**config.mk**
```make
export PLATFORM = sky130hd
export DESIGN_NAME = modular_exponentiation_core
export DESIGN_NICKNAME = d
export VERILOG_FILES = /design/src/mexp_pkg.sv /design/src/modular_exponentiation_core.sv
export SDC_FILE = /design/constraint.sdc
export NUM_CORES = 1
export LEC_CHECK = 0
export ABC_AREA = 0
export BUFFER_PORTS_ARGS = -buffer_cell sky130_fd_sc_hd__buf_4
export CAP_MARGIN = 5
export CORE_UTILIZATION = 30
export DETAILED_ROUTE_END_ITERATION = 8
export SETUP_SLACK_MARGIN = 0.2
export SYNTH_ARGS = -nofsm -noshare
export SYNTH_HDL_FRONTEND = slang
export SYNTH_SLANG_ARGS = --single-unit
```
**constraint.sdc**
```tcl
create_clock -name clk -period 7.3 [get_ports clk]
set_input_delay 1.46 -clock clk [delete_from_list [all_inputs] [get_ports clk]]
set_output_delay 1.46 -clock clk [all_outputs]
set_load 0.02 [all_outputs]
```
**src/mexp_pkg.sv**
```systemverilog
// Shared types and constants for the modular exponentiation core.
// Depends on nothing.
`timescale 1ns / 1ps

package mexp_pkg;

  localparam int unsigned BASE_W  = 32;
  localparam int unsigned FIELD_W = 31;
  localparam int unsigned STEP_W  = 5;

  typedef enum logic [2:0] {
    ST_IDLE,
    ST_REDUCE,
    ST_SCAN,
    ST_MULT,
    ST_SQUARE
  } state_t;

endpackage

```
**src/modular_exponentiation_core.sv**
```systemverilog
// Modular exponentiation core: base^exponent mod modulus, right-to-left
// square-and-multiply over one shared shift-add modular multiplier.
// Depends on mexp_pkg.
//
// A beat is taken when start is high and busy is low; busy then stays high
// until the result. The base is first reduced modulo the modulus; then each
// exponent bit takes a scan step, a multiply into the accumulator when the
// bit is set, and a square of the base, and a last scan step ends the run
// when the exponent is zero. out_valid rises as busy falls. The shift-add
// modular multiplier handles one multiplier bit per cycle. The result appears
// on out_power_residue for exactly one cycle with out_valid high; it cannot
// be stalled, so capture it then. A zero modulus acts as a modulus of one,
// and a zero exponent gives one.
`timescale 1ns / 1ps

module modular_exponentiation_core #(
  parameter int unsigned OPERAND_BITS = 32
) (
  input  logic                          clk,
  input  logic                          rst_n,
  input  logic                          start,
  output logic                          busy,
  input  logic [mexp_pkg::BASE_W-1:0]   in_base_value,
  input  logic [mexp_pkg::FIELD_W-1:0]  in_exponent,
  input  logic [mexp_pkg::FIELD_W-1:0]  in_modulus,
  output logic                          out_valid,
  output logic [mexp_pkg::FIELD_W-1:0]  out_power_residue
);
  import mexp_pkg::*;

  localparam int unsigned USE_BITS = (OPERAND_BITS < BASE_W) ? OPERAND_BITS : BASE_W;
  localparam logic [63:0] MASK_FULL = (64'd1 << USE_BITS) - 64'd1;
  localparam logic [BASE_W-1:0] BASE_MASK = MASK_FULL[BASE_W-1:0];

  state_t state_r, state_nxt;
  logic [STEP_W-1:0]  cnt_r, cnt_nxt;
  logic               out_valid_r, out_valid_nxt;

  logic [FIELD_W-1:0] rem_r, rem_nxt;
  logic [BASE_W-1:0]  mlier_r, mlier_nxt;
  logic [FIELD_W-1:0] addend_r, addend_nxt;
  logic [FIELD_W-1:0] mod_r, mod_nxt;
  logic [FIELD_W-1:0] exp_r, exp_nxt;
  logic [FIELD_W-1:0] base_r, base_nxt;
  logic [FIELD_W-1:0] acc_r, acc_nxt;

  // shared step: rem = (2*rem + bit*addend) mod m, operands below m
  logic [FIELD_W+2:0] sum_w, sub1_w, sub2_w;
  logic [FIELD_W-1:0] step_w;
  logic               last_w;

  always_comb begin
    sum_w  = {2'b00, rem_r, 1'b0} + (mlier_r[BASE_W-1] ? {3'b000, addend_r} : '0);
    sub1_w = sum_w - {3'b000, mod_r};
    sub2_w = sum_w - {2'b00, mod_r, 1'b0};
    if (!sub2_w[FIELD_W+2]) begin
      step_w = sub2_w[FIELD_W-1:0];
    end else if (!sub1_w[FIELD_W+2]) begin
      step_w = sub1_w[FIELD_W-1:0];
    end else begin
      step_w = sum_w[FIELD_W-1:0];
    end
    last_w = (cnt_r == '1);
  end

  always_comb begin
    state_nxt     = state_r;
    cnt_nxt       = cnt_r;
    out_valid_nxt = 1'b0;
    rem_nxt       = rem_r;
    mlier_nxt     = mlier_r;
    addend_nxt    = addend_r;
    mod_nxt       = mod_r;
    exp_nxt       = exp_r;
    base_nxt      = base_r;
    acc_nxt       = acc_r;
    unique case (state_r)
      ST_IDLE: begin
        if (start) begin
          mod_nxt    = (in_modulus == '0) ? FIELD_W'(1) : in_modulus;
          exp_nxt    = in_exponent;
          mlier_nxt  = in_base_value & BASE_MASK;
          addend_nxt = FIELD_W'(1);
          rem_nxt    = '0;
          acc_nxt    = FIELD_W'(1);
          cnt_nxt    = '0;
          state_nxt  = ST_REDUCE;
        end
      end
      ST_REDUCE, ST_MULT, ST_SQUARE: begin
        rem_nxt   = step_w;
        mlier_nxt = {mlier_r[BASE_W-2:0], 1'b0};
        cnt_nxt   = cnt_r + STEP_W'(1);
        if (last_w) begin
          priority case (state_r)
            ST_MULT: begin
              acc_nxt    = step_w;
              mlier_nxt  = {1'b0, base_r};
              addend_nxt = base_r;
              rem_nxt    = '0;
              state_nxt  = ST_SQUARE;
            end
            ST_SQUARE: begin
              base_nxt  = step_w;
              exp_nxt   = {1'b0, exp_r[FIELD_W-1:1]};
              state_nxt = ST_SCAN;
            end
            default: begin
              base_nxt  = step_w;
              state_nxt = ST_SCAN;
            end
          endcase
        end
      end
      ST_SCAN: begin
        rem_nxt = '0;
        cnt_nxt = '0;
        if (exp_r == '0) begin
          out_valid_nxt = 1'b1;
          state_nxt     = ST_IDLE;
        end else if (exp_r[0]) begin
          mlier_nxt  = {1'b0, acc_r};
          addend_nxt = base_r;
          state_nxt  = ST_MULT;
        end else begin
          mlier_nxt  = {1'b0, base_r};
          addend_nxt = base_r;
          state_nxt  = ST_SQUARE;
        end
      end
      default: begin
        state_nxt = ST_IDLE;
      end
    endcase
  end

  always_ff @(posedge clk) begin
    if (!rst_n) begin
      state_r     <= ST_IDLE;
      cnt_r       <= '0;
      out_valid_r <= 1'b0;
    end else begin
      state_r     <= state_nxt;
      cnt_r       <= cnt_nxt;
      out_valid_r <= out_valid_nxt;
    end
  end

  always_ff @(posedge clk) begin
    rem_r    <= rem_nxt;
    mlier_r  <= mlier_nxt;
    addend_r <= addend_nxt;
    mod_r    <= mod_nxt;
    exp_r    <= exp_nxt;
    base_r   <= base_nxt;
    acc_r    <= acc_nxt;
  end

  assign busy              = (state_r != ST_IDLE);
  assign out_valid         = out_valid_r;
  assign out_power_residue = acc_r;

endmodule

```
==> impl_metrics.ini <==
[critical_path]
rr_startpoint = mlier_r[31]
slowest_stage = edfxtp_1
crit_fanout = 47
regToRegEndpoint = out_power_residue[3]
crit_required_ps = 7670
path_buf_inv = 3
critPathTopFamily = compound AO/OA/AOI/OAI gates
end_kind = register
crit_type = reg -> reg
path_cells = and2_1 > ha_1 > a211oi_1 > nor2_1 > a211oi_1 > a2111oi_0 > buf_4 > o21ai_0 > nor4b_1 > a311o_1 > ha_1 > nand3_1 > nor2_1 > a221oi_1 > o22ai_1 > nor2_1 > o21ai_1 > nor2_4 > buf_12 > buf_4 > nor2_1 > a211oi_1
worst_path_most_repeated_cell = nor2_1
regToRegSetupSlack_ps = 840
worstSetupStartpointType = register
cp.arrival_ps = 6830
reg2reg_depth = 22
slowest_delay_ps = 640

[clock_tree]
post_cts_buffers = 0
clock_sinks = 227
root_buffer = clkbuf_16
clock_path_buffers = 3
cts_tree = built
clk_pin_slew_ps = 70
numCtsBuffers = 26
worstSkewPairLatency_ps = 560
holdBufCountCts = 0
ctsHtreeMaxLevel = 1
post_cts_resized = 0

[yosys]
synth.area.top_cells = edfxtp_1 (41%), ha_1 (7.4%), mux2i_1 (4.5%)
ys_seq_area_share_pct = 42.3
synth_flop_cell = edfxtp_1
synth_warnings = 0
synth_common_cells = edfxtp_1 (218), nand2_1 (164), a21oi_1 (112)
yosys.area.top_type_share_pct = 41.2
yosysTopAreaCell = edfxtp_1
async_flop_share_pct = 0
synthCells = 1595
yosysMostFrequentCell = edfxtp_1
synth_seq_cells = 227
synth_area_per_cell_sq_um = 9.97
synth_edf_count = 218
syn_nets = 1789
syn_area_sq_um = 15900
yosys.cell_types.count = 77

[sta]
setup_tns_ps = 0
rsz0062_at_grt = no
setup_viol = 0
hold_violations = 0
finClkSkew_ps = 19.5
worst_pin_slew_ps = 976
fin_crit_sh_pct = 88.4
fin_hold_ws_ps = 550
relSlewSlack_pct = 34.7
max_clock_freq_mhz = 155
drv_slew = 0
fin_crit_ps = 6460

[power]
power.density_nw_per_um2 = 507
leakage_nw = 7.18
vdd_drop_max_v = 0.000363
finalPower_w = 0.00927

[place]
placed_area_sq_um = 17500
post-dp-hpwl_mm = 36.3
numPortBuffers = 129
place.gp.congestion = 0.920

[routing]
drtIter0Drc = 947
vias = 12684
drt-total-wl_mm = 48.2
via_per_inst = 5.35
wl_per_cell_um = 20.3
drc = 0
ant_nets = 0
firstDrtPassIters = 6

[die]
fp.dieW_um = 232
die_y_um = 232
core_area_sq_um = 52400
start_util_pct = 30.3
rows = 84
die-area_sq_um = 53900
io_pins = 130

[global_route]
first_global_vias = 12457
grt_pass1_wl_mm = 72.9
overflow = 0
grt_usage_pct = 17.5
antenna_found_initial = 0
grt_max_degree = 67

[job]
drv_cap = 0

[finish]
diodes = 0
final_layout_size_suffix_gt1_share_pct = 14.2
final_cell_area_sq_um = 18300
area_growth_syn_to_layout_pct = 14.9
finalNetCount = 1858

[min_path]
min_from = cnt_r[4]
worstHoldPathType = reg -> reg
hold_depth = 2
min_to = cnt_r[4]

[run_status]
status = complete, no violations
-- worst min-delay path: stages, from the launching register on --
cell,delay (ps)
dfxtp_1,340
a22oi_1,80
nor2b_1,100
-- registers in the layout, summed over array words and instances (netlist names) --
register	flops
addend_r	31
base_r	31
cnt_r	5
exp_r	31
mlier_r	32
mod_r	31
out_power_residue	31
out_valid	1
rem_r	31
state_r	3
-- cell usage in the layout (no fill, tap or decap), drive strengths merged, types with 5 or more instances in the layout --
master	netlist	final
clkbuf	89	33
o21a	15	15
o22ai	7	7
edfxtp	218	218
nor3	21	21
nand4	19	19
a21o	46	46
o21ai	61	61
o211ai	7	7
nor2b	44	44
xor2	28	28
nor3b	5	5
a31oi	12	12
nand2b	16	16
and2	38	38
or2	6	6
o221ai	30	30
nor4	14	14
xnor2	39	39
a211oi	65	65
buf	22	152
or3	9	9
dfxtp	9	9
clkinv	0	10
nor2	87	87
a21oi	115	115
ha	94	94
a2111oi	5	5
mux2i	91	91
o2111ai	5	5
o311a	6	6
nand3	58	58
nand3b	5	5
inv	65	64
nand2	165	165
o31ai	9	9
o21bai	15	15
-- power by group --
group          internal [W]  switching [W]  total, W
clock              0.000687       0.000547   0.00123
combinational       0.00226        0.00375   0.00601
sequential          0.00189       0.000135   0.00203
total               0.00484        0.00443   0.00927
-- metrics by stage --
| stage | setup slack (ps) | utilization (%) | cells |
|---|---|---|---|
| after floorplan | 2180 | - | 1595 |
| after global placement | 730 | 33.4 | 2323 |
| after detailed placement | 716 | 33.4 | 2323 |
| after CTS | 660 | 34.8 | 2368 |
| after global routing | 328 | 34.8 | 2369 |
| final | 844 | 34.8 | 2369 |
-- worst max-delay path by stage --
stage / from / endpoint / slack (ps) / depth (start not counted)
4_1_cts: mlier_r[31] / base_r[21] / 660 / 21
3_5_place_dp: mlier_r[31] / base_r[21] / 720 / 21
6_report: mlier_r[31] / out_power_residue[3] / 840 / 22
3_3_place_gp: mlier_r[31] / out_power_residue[21] / 730 / 21
5_1_grt: mlier_r[31] / rem_r[17] / 330 / 23
2_1_floorplan: mlier_r[31] / rem_r[6] / 2180 / 22
-- per-layer routing --
layer / global-route usage [%] / share of wire (%) / up-vias
met1: 21.4 / 42 / 6161
met4: 6.72 / 3.8 / 0
met3: 1.60 / 3.4 / 92
li1: - / - / 6103
met2: 31.6 / 51 / 328
met5: 0 / 0 / -
-- cell type report --
| type | instances | area (sq um) |
|---|---|---|
| sequential | 227 | 6730 |
| clock inverter | 12 | 93.8 |
| tap | 688 | 861 |
| fill | 5236 | 34200 |
| inverter | 65 | 244 |
| timing repair buffer | 152 | 1150 |
| multi-input combinational | 1192 | 8520 |
| clock buffer | 33 | 677 |
-- cell families (layout without fill, tap and decap cells) --
kind of cell | after synthesis | count (layout) | synth area share [%]
AO/OA/AOI/OAI | 440 | 440 | 19.1
XOR/XNOR | 67 | 67 | 3.69
adder cells (fa/ha/maj) | 97 | 97 | 7.77
buffers and inverters | 176 | 262 | 4.54
flip-flops | 227 | 227 | 42.3
multiplexers | 91 | 91 | 7.30
AND/OR/NAND/NOR | 497 | 497 | 15.3
No activity file was read; power rests on OpenSTA's default activity.
